### config.mk
export PLATFORM = sky130hd
export DESIGN_NAME = modbus_tcp_request_checker_unit
export DESIGN_NICKNAME = d
export VERILOG_FILES = /design/src/rtl/core/mbtcp_pkg.sv /design/src/rtl/core/modbus_tcp_request_checker_unit.sv
export SDC_FILE = /design/constraint.sdc
export NUM_CORES = 1
export LEC_CHECK = 0
export BUFFER_PORTS_ARGS = -buffer_cell sky130_fd_sc_hd__buf_4
export CELL_PAD_IN_SITES_DETAIL_PLACEMENT = 1
export CELL_PAD_IN_SITES_GLOBAL_PLACEMENT = 2
export CORE_MARGIN = 2
export CORE_UTILIZATION = 41
export CTS_BUF_LIST = sky130_fd_sc_hd__clkbuf_16
export CTS_CLUSTER_DIAMETER = 50
export DETAILED_ROUTE_END_ITERATION = 12
export PLACE_DENSITY = 0.77
export SYNTH_ARGS = -nofsm -noshare
export SYNTH_HDL_FRONTEND = slang
export SYNTH_SLANG_ARGS = --single-unit
### constraint.sdc
create_clock -name clock -period 8.6 [get_ports clock]
set_clock_uncertainty 0.15 [all_clocks]
set_input_delay 2.58 -clock clock [delete_from_list [all_inputs] [get_ports clock]]
set_output_delay 2.58 -clock clock [all_outputs]
set_load 0.02 [all_outputs]
### src/rtl/core/mbtcp_pkg.sv
// ----------------------------------------------------------------------------
// mbtcp_pkg
// Shared types and constants for the Modbus TCP request checker: function
// codes, exception status codes, register indexes and the result record.
// ----------------------------------------------------------------------------
package mbtcp_pkg;

   // configuration register indexes
   localparam int CsrIdxW  = 3;
   localparam int CsrDataW = 16;

   localparam logic [CsrIdxW-1:0] CSR_COIL_SPACE          = 3'd0;
   localparam logic [CsrIdxW-1:0] CSR_DISCRETE_SPACE      = 3'd1;
   localparam logic [CsrIdxW-1:0] CSR_INPUT_REG_SPACE     = 3'd2;
   localparam logic [CsrIdxW-1:0] CSR_HOLDING_REG_SPACE   = 3'd3;
   localparam logic [CsrIdxW-1:0] CSR_READ_COILS_LIMIT    = 3'd4;
   localparam logic [CsrIdxW-1:0] CSR_READ_DISCRETE_LIMIT = 3'd5;
   localparam logic [CsrIdxW-1:0] CSR_READ_REGS_LIMIT     = 3'd6;
   localparam logic [CsrIdxW-1:0] CSR_WRITE_REGS_LIMIT    = 3'd7;

   // register reset values and the fixed write-coils limit
   localparam logic [15:0] SPACE_RESET          = 16'd65535;
   localparam logic [15:0] READ_BITS_RESET      = 16'd2000;
   localparam logic [15:0] READ_REGS_RESET      = 16'd125;
   localparam logic [15:0] WRITE_REGS_RESET     = 16'd123;
   localparam logic [15:0] WRITE_COILS_LIMIT    = 16'd1968;

   // function codes
   localparam logic [7:0] FC_READ_COILS     = 8'd1;
   localparam logic [7:0] FC_READ_DISCRETE  = 8'd2;
   localparam logic [7:0] FC_READ_HOLDING   = 8'd3;
   localparam logic [7:0] FC_READ_INPUT     = 8'd4;
   localparam logic [7:0] FC_WRITE_COIL     = 8'd5;
   localparam logic [7:0] FC_WRITE_REG      = 8'd6;
   localparam logic [7:0] FC_WRITE_COILS    = 8'd15;
   localparam logic [7:0] FC_WRITE_REGS     = 8'd16;

   // exception status
   localparam logic [1:0] ST_ACCEPTED        = 2'd0;
   localparam logic [1:0] ST_ILLEGAL_FUNCTION = 2'd1;
   localparam logic [1:0] ST_ILLEGAL_ADDRESS = 2'd2;
   localparam logic [1:0] ST_ILLEGAL_VALUE   = 2'd3;

   // result kinds
   localparam logic KIND_DATA    = 1'b0;
   localparam logic KIND_SUMMARY = 1'b1;

   // result queue
   localparam int RspDepth = 4;
   localparam int RspPtrW  = $clog2(RspDepth);
   localparam int RspCntW  = $clog2(RspDepth + 1);

   typedef struct packed {
      logic        kind;
      logic [7:0]  data_byte;
      logic [7:0]  data_index;
      logic [15:0] txn_ident;
      logic [7:0]  unit_id;
      logic [7:0]  func_num;
      logic [15:0] start_address;
      logic [15:0] quantity;
      logic [7:0]  payload_len;
      logic        parse_ok;
      logic [1:0]  status;
   } rsp_type;

   function automatic logic is_single(input logic [7:0] f);
      return (f == FC_WRITE_COIL) || (f == FC_WRITE_REG);
   endfunction

   function automatic logic is_multi(input logic [7:0] f);
      return (f == FC_WRITE_COILS) || (f == FC_WRITE_REGS);
   endfunction

   function automatic logic is_read(input logic [7:0] f);
      return (f == FC_READ_COILS) || (f == FC_READ_DISCRETE) ||
             (f == FC_READ_HOLDING) || (f == FC_READ_INPUT);
   endfunction

endpackage

### src/rtl/core/modbus_tcp_request_checker_unit.sv
// each accepted byte is registered, then its results are queued for the result port
// throughput: one byte per cycle through the single check stage while req_stall is low
// a byte giving both a data result and the summary pushes two queue entries
// a four-entry result queue lets the input run on while results wait
// reset: synchronous, active high; clears frame state, loads register defaults
// ----------------------------------------------------------------------------
// modbus_tcp_request_checker_unit
// Captures Modbus TCP request header and function fields byte by byte,
// passes write data bytes out and emits a checked summary at frame end.
// ----------------------------------------------------------------------------
module modbus_tcp_request_checker_unit (
   input  logic                           clock,
   input  logic                           reset,
   input  logic                           req_valid,
   output logic                           req_stall,
   input  logic [7:0]                     req_frame_byte,
   input  logic                           req_frame_end,
   output logic                           rsp_valid,
   input  logic                           rsp_stall,
   output logic                           rsp_kind,
   output logic [7:0]                     rsp_data_byte,
   output logic [7:0]                     rsp_data_index,
   output logic [15:0]                    rsp_txn_ident,
   output logic [7:0]                     rsp_unit_id,
   output logic [7:0]                     rsp_func_num,
   output logic [15:0]                    rsp_start_address,
   output logic [15:0]                    rsp_quantity,
   output logic [7:0]                     rsp_payload_len,
   output logic                           rsp_parse_ok,
   output logic [1:0]                     rsp_status,
   input  logic                           csr_valid,
   output logic                           csr_ready,
   input  logic [mbtcp_pkg::CsrIdxW-1:0]  csr_index,
   input  logic [mbtcp_pkg::CsrDataW-1:0] csr_data
);
   import mbtcp_pkg::*;

   // configuration
   logic [15:0] coil_space_ff, discrete_space_ff, input_space_ff, holding_space_ff;
   logic [15:0] rd_coils_lim_ff, rd_disc_lim_ff, rd_regs_lim_ff, wr_regs_lim_ff;

   // input register
   logic        s1_valid_ff, s1_valid_in;
   logic [7:0]  s1_byte_ff, s1_byte_in;
   logic        s1_end_ff, s1_end_in;
   logic        s1_move;

   // frame state
   logic [15:0] pos_ff, pos_in;
   logic [15:0] txn_ff, txn_in, proto_ff, proto_in, lenf_ff, lenf_in;
   logic [15:0] addr_ff, addr_in, qty_ff, qty_in;
   logic [7:0]  unit_ff, unit_in, func_ff, func_in, count_ff, count_in;

   // captured view including the byte in the input register
   logic [15:0] cap_txn, cap_proto, cap_lenf, cap_addr, cap_qty;
   logic [7:0]  cap_unit, cap_func, cap_count;

   logic        emit;
   logic [15:0] off10, off13;
   logic [7:0]  data_idx;
   logic [15:0] frame_len;
   logic        parse_ok;
   logic [16:0] expect_coils;
   logic [15:0] expect_regs;
   logic        count_match;
   logic [15:0] qty_eff, lim, space;
   logic [16:0] addr_end;
   logic [1:0]  judge_st, status;
   rsp_type     data_rsp, sum_rsp;

   // result queue
   rsp_type              rsp_mem_ff [RspDepth];
   logic [RspPtrW-1:0]   wr_ptr_ff, wr_ptr_in, rd_ptr_ff, rd_ptr_in;
   logic [RspCntW-1:0]   cnt_ff, cnt_in;
   logic [RspCntW-1:0]   push_n;
   logic                 pop;
   rsp_type              head;

   // configuration port
   assign csr_ready = 1'b1;

   always_ff @(posedge clock) begin
      if (reset) begin
         coil_space_ff     <= SPACE_RESET;
         discrete_space_ff <= SPACE_RESET;
         input_space_ff    <= SPACE_RESET;
         holding_space_ff  <= SPACE_RESET;
         rd_coils_lim_ff   <= READ_BITS_RESET;
         rd_disc_lim_ff    <= READ_BITS_RESET;
         rd_regs_lim_ff    <= READ_REGS_RESET;
         wr_regs_lim_ff    <= WRITE_REGS_RESET;
      end else if (csr_valid && csr_ready) begin
         case (csr_index)
            CSR_COIL_SPACE:          coil_space_ff     <= csr_data;
            CSR_DISCRETE_SPACE:      discrete_space_ff <= csr_data;
            CSR_INPUT_REG_SPACE:     input_space_ff    <= csr_data;
            CSR_HOLDING_REG_SPACE:   holding_space_ff  <= csr_data;
            CSR_READ_COILS_LIMIT:    rd_coils_lim_ff   <= csr_data;
            CSR_READ_DISCRETE_LIMIT: rd_disc_lim_ff    <= csr_data;
            CSR_READ_REGS_LIMIT:     rd_regs_lim_ff    <= csr_data;
            CSR_WRITE_REGS_LIMIT:    wr_regs_lim_ff    <= csr_data;
            default: ;
         endcase
      end
   end

   // input handshake
   assign s1_move   = s1_valid_ff && (cnt_ff <= RspCntW'(RspDepth - 2));
   assign req_stall = s1_valid_ff && !s1_move;

   always_comb begin
      s1_valid_in = s1_valid_ff;
      s1_byte_in  = s1_byte_ff;
      s1_end_in   = s1_end_ff;
      if (!s1_valid_ff || s1_move) begin
         s1_valid_in = req_valid;
         s1_byte_in  = req_frame_byte;
         s1_end_in   = req_frame_end;
      end
   end

   // field capture
   always_comb begin
      cap_txn   = txn_ff;
      cap_proto = proto_ff;
      cap_lenf  = lenf_ff;
      cap_unit  = unit_ff;
      cap_func  = func_ff;
      cap_addr  = addr_ff;
      cap_qty   = qty_ff;
      cap_count = count_ff;
      case (pos_ff)
         16'd0:   cap_txn   = {s1_byte_ff, txn_ff[7:0]};
         16'd1:   cap_txn   = {txn_ff[15:8], s1_byte_ff};
         16'd2:   cap_proto = {s1_byte_ff, proto_ff[7:0]};
         16'd3:   cap_proto = {proto_ff[15:8], s1_byte_ff};
         16'd4:   cap_lenf  = {s1_byte_ff, lenf_ff[7:0]};
         16'd5:   cap_lenf  = {lenf_ff[15:8], s1_byte_ff};
         16'd6:   cap_unit  = s1_byte_ff;
         16'd7:   cap_func  = s1_byte_ff;
         16'd8:   cap_addr  = {s1_byte_ff, addr_ff[7:0]};
         16'd9:   cap_addr  = {addr_ff[15:8], s1_byte_ff};
         16'd10:  cap_qty   = {s1_byte_ff, qty_ff[7:0]};
         16'd11:  cap_qty   = {qty_ff[15:8], s1_byte_ff};
         16'd12:  cap_count = s1_byte_ff;
         default: ;
      endcase
   end

   // write data pass-through
   assign off10 = pos_ff - 16'd10;
   assign off13 = pos_ff - 16'd13;

   always_comb begin
      emit     = 1'b0;
      data_idx = 8'd0;
      if (is_single(func_ff) && (pos_ff == 16'd10 || pos_ff == 16'd11)) begin
         emit     = 1'b1;
         data_idx = off10[7:0];
      end else if (is_multi(func_ff) && pos_ff >= 16'd13 &&
                   off13 < {8'd0, count_ff}) begin
         emit     = 1'b1;
         data_idx = off13[7:0];
      end
   end

   // parse checks
   assign frame_len    = (pos_ff == 16'hFFFF) ? 16'hFFFF : pos_ff + 16'd1;
   assign expect_coils = ({1'b0, cap_qty} + 17'd7) >> 3;
   assign expect_regs  = {cap_qty[14:0], 1'b0};
   assign count_match  = (cap_func == FC_WRITE_COILS) ?
                         (expect_coils == {9'd0, cap_count}) :
                         (expect_regs == {8'd0, cap_count});

   always_comb begin
      parse_ok = 1'b0;
      if (frame_len >= 16'd9 && cap_proto == 16'd0 && cap_lenf >= 16'd2 &&
          cap_lenf <= frame_len - 16'd6) begin
         if (is_read(cap_func) || is_single(cap_func)) begin
            parse_ok = (frame_len >= 16'd12);
         end else if (is_multi(cap_func)) begin
            parse_ok = (frame_len >= 16'd13) && count_match &&
                       ({1'b0, frame_len} >= 17'd13 + {9'd0, cap_count});
         end
      end
   end

   // exception judgement
   assign qty_eff  = is_single(cap_func) ? 16'd1 : cap_qty;
   assign addr_end = {1'b0, cap_addr} + {1'b0, qty_eff};

   always_comb begin
      case (cap_func)
         FC_READ_COILS: begin
            lim   = rd_coils_lim_ff;
            space = coil_space_ff;
         end
         FC_READ_DISCRETE: begin
            lim   = rd_disc_lim_ff;
            space = discrete_space_ff;
         end
         FC_READ_HOLDING: begin
            lim   = rd_regs_lim_ff;
            space = holding_space_ff;
         end
         FC_READ_INPUT: begin
            lim   = rd_regs_lim_ff;
            space = input_space_ff;
         end
         FC_WRITE_COIL: begin
            lim   = 16'd1;
            space = coil_space_ff;
         end
         FC_WRITE_REG: begin
            lim   = 16'd1;
            space = holding_space_ff;
         end
         FC_WRITE_COILS: begin
            lim   = WRITE_COILS_LIMIT;
            space = coil_space_ff;
         end
         default: begin
            lim   = wr_regs_lim_ff;
            space = holding_space_ff;
         end
      endcase
   end

   always_comb begin
      if (qty_eff == 16'd0 || qty_eff > lim) begin
         judge_st = ST_ILLEGAL_VALUE;
      end else if (cap_addr >= space || addr_end > {1'b0, space}) begin
         judge_st = ST_ILLEGAL_ADDRESS;
      end else begin
         judge_st = ST_ACCEPTED;
      end
   end

   assign status = parse_ok ? judge_st : ST_ILLEGAL_FUNCTION;

   // result records
   always_comb begin
      data_rsp            = '0;
      data_rsp.kind       = KIND_DATA;
      data_rsp.data_byte  = s1_byte_ff;
      data_rsp.data_index = data_idx;

      sum_rsp               = '0;
      sum_rsp.kind          = KIND_SUMMARY;
      sum_rsp.txn_ident     = cap_txn;
      sum_rsp.unit_id       = cap_unit;
      sum_rsp.func_num      = (frame_len < 16'd9) ? 8'd0 : cap_func;
      sum_rsp.start_address = cap_addr;
      sum_rsp.quantity      = qty_eff;
      sum_rsp.payload_len   = is_multi(cap_func) ? cap_count : 8'd0;
      sum_rsp.parse_ok      = parse_ok;
      sum_rsp.status        = status;
   end

   // frame state update
   always_comb begin
      pos_in   = pos_ff;
      txn_in   = txn_ff;
      proto_in = proto_ff;
      lenf_in  = lenf_ff;
      unit_in  = unit_ff;
      func_in  = func_ff;
      addr_in  = addr_ff;
      qty_in   = qty_ff;
      count_in = count_ff;
      if (s1_move) begin
         if (s1_end_ff) begin
            pos_in   = '0;
            txn_in   = '0;
            proto_in = '0;
            lenf_in  = '0;
            unit_in  = '0;
            func_in  = '0;
            addr_in  = '0;
            qty_in   = '0;
            count_in = '0;
         end else begin
            pos_in   = frame_len;
            txn_in   = cap_txn;
            proto_in = cap_proto;
            lenf_in  = cap_lenf;
            unit_in  = cap_unit;
            func_in  = cap_func;
            addr_in  = cap_addr;
            qty_in   = cap_qty;
            count_in = cap_count;
         end
      end
   end

   // result queue control
   assign pop    = (cnt_ff != '0) && !rsp_stall;
   assign push_n = s1_move ? (RspCntW'(emit) + RspCntW'(s1_end_ff)) : '0;

   always_comb begin
      wr_ptr_in = wr_ptr_ff + push_n[RspPtrW-1:0];
      rd_ptr_in = pop ? rd_ptr_ff + RspPtrW'(1) : rd_ptr_ff;
      cnt_in    = cnt_ff + push_n - RspCntW'(pop);
   end

   always_ff @(posedge clock) begin
      if (s1_move) begin
         if (emit) begin
            rsp_mem_ff[wr_ptr_ff] <= data_rsp;
            if (s1_end_ff) begin
               rsp_mem_ff[wr_ptr_ff + RspPtrW'(1)] <= sum_rsp;
            end
         end else if (s1_end_ff) begin
            rsp_mem_ff[wr_ptr_ff] <= sum_rsp;
         end
      end
   end

   always_ff @(posedge clock) begin
      s1_byte_ff <= s1_byte_in;
      s1_end_ff  <= s1_end_in;
      if (reset) begin
         s1_valid_ff <= 1'b0;
         wr_ptr_ff   <= '0;
         rd_ptr_ff   <= '0;
         cnt_ff      <= '0;
         pos_ff      <= '0;
         txn_ff      <= '0;
         proto_ff    <= '0;
         lenf_ff     <= '0;
         unit_ff     <= '0;
         func_ff     <= '0;
         addr_ff     <= '0;
         qty_ff      <= '0;
         count_ff    <= '0;
      end else begin
         s1_valid_ff <= s1_valid_in;
         wr_ptr_ff   <= wr_ptr_in;
         rd_ptr_ff   <= rd_ptr_in;
         cnt_ff      <= cnt_in;
         pos_ff      <= pos_in;
         txn_ff      <= txn_in;
         proto_ff    <= proto_in;
         lenf_ff     <= lenf_in;
         unit_ff     <= unit_in;
         func_ff     <= func_in;
         addr_ff     <= addr_in;
         qty_ff      <= qty_in;
         count_ff    <= count_in;
      end
   end

   // result port
   assign head              = rsp_mem_ff[rd_ptr_ff];
   assign rsp_valid         = (cnt_ff != '0);
   assign rsp_kind          = head.kind;
   assign rsp_data_byte     = head.data_byte;
   assign rsp_data_index    = head.data_index;
   assign rsp_txn_ident     = head.txn_ident;
   assign rsp_unit_id       = head.unit_id;
   assign rsp_func_num      = head.func_num;
   assign rsp_start_address = head.start_address;
   assign rsp_quantity      = head.quantity;
   assign rsp_payload_len   = head.payload_len;
   assign rsp_parse_ok      = head.parse_ok;
   assign rsp_status        = head.status;

endmodule
==> impl_results.md <==
- Outcome: finished, final reports clean
- Gr usage total: 0.261
- CTS Hold Bufs: 0
- Crit path required time: 8.80 ns
- H-tree levels: 3
- CTS sink count: between 600 and 700
- Min Hold Slack: 0.293 ns
- Largest family of logic cells by synthesized area: simple AND/OR/NAND/NOR gates
- Hold path startpoint: rsp_mem_ff[3][91]
- CP arrival: 8.17 ns
- Die width: around 280 um
- Post-synth EDFFs: 309
- Avg WL per Cell: 24.6 um
- Vias/cell: 5.81
- Antenna diodes: 0
- Via count: 24,553
- CTS Root Cell: clkbuf_16
- Achievable clock frequency: approximately 0.13 GHz
- Routed metal-1 wire length: 47,400 um
- Post-synth top flop: dfxtp_1
- Synth Register Bits: 635
- DRT iter0 DRCs: 1,795
- Layout cells sized above 1: 0.142
- Rows: 102
- Area post-placement: 33,700 um2
- Post-synthesis mux area share: 0.0961
- WL met2: 50,300 um
- Clock transition at the registers of the reported paths: 0.06 ns
- Die Y: 282 um
- Post-route ant nets: 0
- Setup_tns: 0 ns
- Top Layer Used: met4
- Most common cell in the netlist: nor2_1
- Most area-hungry cell type in the Yosys netlist: edfxtp_1
- CTS Buffer Depth: 3
- Total gr overflow: 0
- Design Area, Final: 36,400 um2
- Post-synth design cell area: 31,800 um2
- Pre-Repair DR Iteration Count: 7
- Leak pwr: 13.5 nW
- First-pass GRT wire length: between 150,000 and 200,000 um
- Worst setup SP type: register
- Crit end category: register
- Post-synth top area share: 0.292
- Std-Cell Core Area: 77,100 um2
- Hold Path Class: reg2reg
- Synth Area in Adders: 0.0438
- Worst setup path startpoint: pos_ff[0]
- Post-Syn Area per Cell: roughly 10 um2
- Tightest Pin Transition: 1.23 ns
- Initial antenna violation count: 0
- Rel. slew slack: 0.153
- TritonCTS clock tree: done
- Die area: around 80,000 um2
- Final Hold Viols: 0
- Initial Util: 0.412
- Worst setup path class: reg2reg
- Post-synthesis cell type count: 87
- Port bufs: 126
- Final max-slew violation count: 0
- Sequential element share of the synthesized area: 0.497
- Synth top area cells: edfxtp_1, dfxtp_1, nor2_1
- Post-route DRC violation count: 0
- Final wirelength: 104,000 um
- Post-synth top cells: nor2_1, dfxtp_1, edfxtp_1
- Yosys warns: 0
- WL met3: 4360 um
- Endpoints failing setup: 0
- Crit share post-route: 0.926
- Finished Core Util: 0.472
- Cell area power density: 227 nW/um2
- Vias in the first global route: 25,592
- Max-cap violation count: 0
- GPL Wtd Cong: roughly 0.9
- Syn nets: 3,233
- Area growth from synthesis to layout: 14.4%
- Syn Inst Count: 3,093
- Maximum vdd drop: approximately 0.00015 V
- # IOs: 128
- Synth Area in Compound Gates: 0.132
- CTS buffer count: 81
- R2R Path Start: pos_ff[0]
- CP max FO: 13
- RSZ-0062 raised after global routing: false
- Post-Synth XOR/XNOR Area: 0.0204
- Largest net degree at the start of global routing: 207
- Tmin final: 7.97 ns
- Clk Latency, worst-skew pair: between 0.6 and 0.7 ns
- Asr flop ratio synth: 0
- Detailed placement HPWL: 69,600 um
- Nets: 3,260
- Post-synthesis simple-gate area fraction: 0.171
## through the flow
step | power (mW) | setup slack, ns | cells
3_5_place_dp | 4.93 | 0.652 | 4077
6_report | 8.25 | 0.633 | 4227
2_1_floorplan | 4.34 | 1.75 | 3093
3_3_place_gp | 4.91 | 0.928 | 4077
5_1_grt | 8.54 | 0.00278 | 4227
4_1_cts | 8.33 | 0.658 | 4227
## path summary, 6_finish.rpt
kind | end | slack, ns | cells past startpoint
setup / recovery | rsp_mem_ff[1][1] | 0.63 | 27
hold / removal | rsp_mem_ff[3][91] | 0.29 | 2
setup reg to reg | rsp_mem_ff[1][1] | 0.63 | 27
hold reg to reg | rsp_mem_ff[3][91] | 0.29 | 2
## report_power, final
part           total (mW)  internal [mW]  switching [mW]
Sequential           3.39           3.28           0.113
Clock                3.40           1.99            1.41
Combinational        1.45          0.606           0.849
## layout by cell type (no fill, tap or decap), types with 9 or more instances in the layout
cell / n
and2_1: 17
buf_4: 181
nor3_1: 28
a21boi_0: 16
mux4_2: 92
mux2i_1: 87
nor2_1: 601
a21oi_1: 126
nand4_1: 26
xnor2_1: 50
xor2_1: 24
a22o_1: 35
a21o_1: 34
a211o_1: 65
o211ai_1: 12
dfxtp_1: 324
o21ai_0: 54
clkbuf_16: 81
nand2_1: 242
a222oi_1: 32
ha_1: 105
or3_1: 17
nand2b_1: 23
clkinv_1: 13
inv_1: 92
edfxtp_1: 309
nor2b_1: 82
clkinv_2: 10
o21a_1: 15
o21ai_1: 9
nand3b_1: 31
inv_6: 9
nor4_1: 9
nand3_1: 33
a22oi_1: 122
## worst max-delay path, cell delays in order (launching register included)
cell and delay [ns]:
dfxtp_1 0.62, inv_1 0.17, ha_1 0.30, or4bb_1 0.49
or4_1 0.70, a22oi_1 0.61, inv_1 0.14, ha_1 0.25
inv_1 0.08, fa_1 0.25, maj3_1 0.24, a211oi_1 0.12
o31a_1 0.34, o211a_1 0.26, o31ai_2 0.34, and2b_1 0.22
xnor2_1 0.13, ha_1 0.26, a21o_1 0.19, a21o_1 0.17
a21oi_1 0.15, nor2b_1 0.06, o21ai_0 0.15, nand2b_1 0.09
a2111oi_0 0.46, o21ai_0 0.29, nor4_4 0.38, nor3_1 0.10
## cell families after synthesis
kind of cell | Yosys count
simple gates | 1187
flops | 635
compound gates | 581
buf+inv | 318
mux | 186
fa+ha+maj | 111
xor+xnor | 74
other cells | 1
## area by class of cell
cell class	instances	area, um2
Fill cell	8417	40700
Sequential cell	635	15800
Multi-Input combinational cell	2140	14800
Clock buffer	81	2030
Timing Repair Buffer	185	1430
Tap cell	1040	1300
Clock inverter	69	659
Inverter	77	289
## per-layer routing
| layer | vias to the layer above | global-route usage |
|---|---|---|
| met5 | - | 0 |
| met4 | 0 | 0.0653 |
| met3 | 136 | 0.0270 |
| met2 | 562 | 0.442 |
| met1 | 12624 | 0.356 |
| li1 | 11231 | - |
## registers in the layout (all words and copies together) (netlist names), 2 cells and up, named ones only
name               flops
count_ff               8
qty_ff                16
rd_regs_lim_ff        16
discrete_space_ff     16
coil_space_ff         16
cnt_ff                 3
rsp_mem_ff           368
rd_disc_lim_ff        16
proto_ff              16
addr_ff               16
holding_space_ff      16
s1_byte_ff             8
lenf_ff               16
txn_ff                16
pos_ff                16
input_space_ff        16
rd_ptr_ff              2
wr_regs_lim_ff        16
func_ff                8
unit_ff                8
rd_coils_lim_ff       16
wr_ptr_ff              2
## timing repair
item                                    in CTS  in global routing
setup buffers                                0                  0
resized for setup                            0                  1
endpoints found under the setup margin       0                  2
Note: power is estimated with default switching activity, not from simulation.
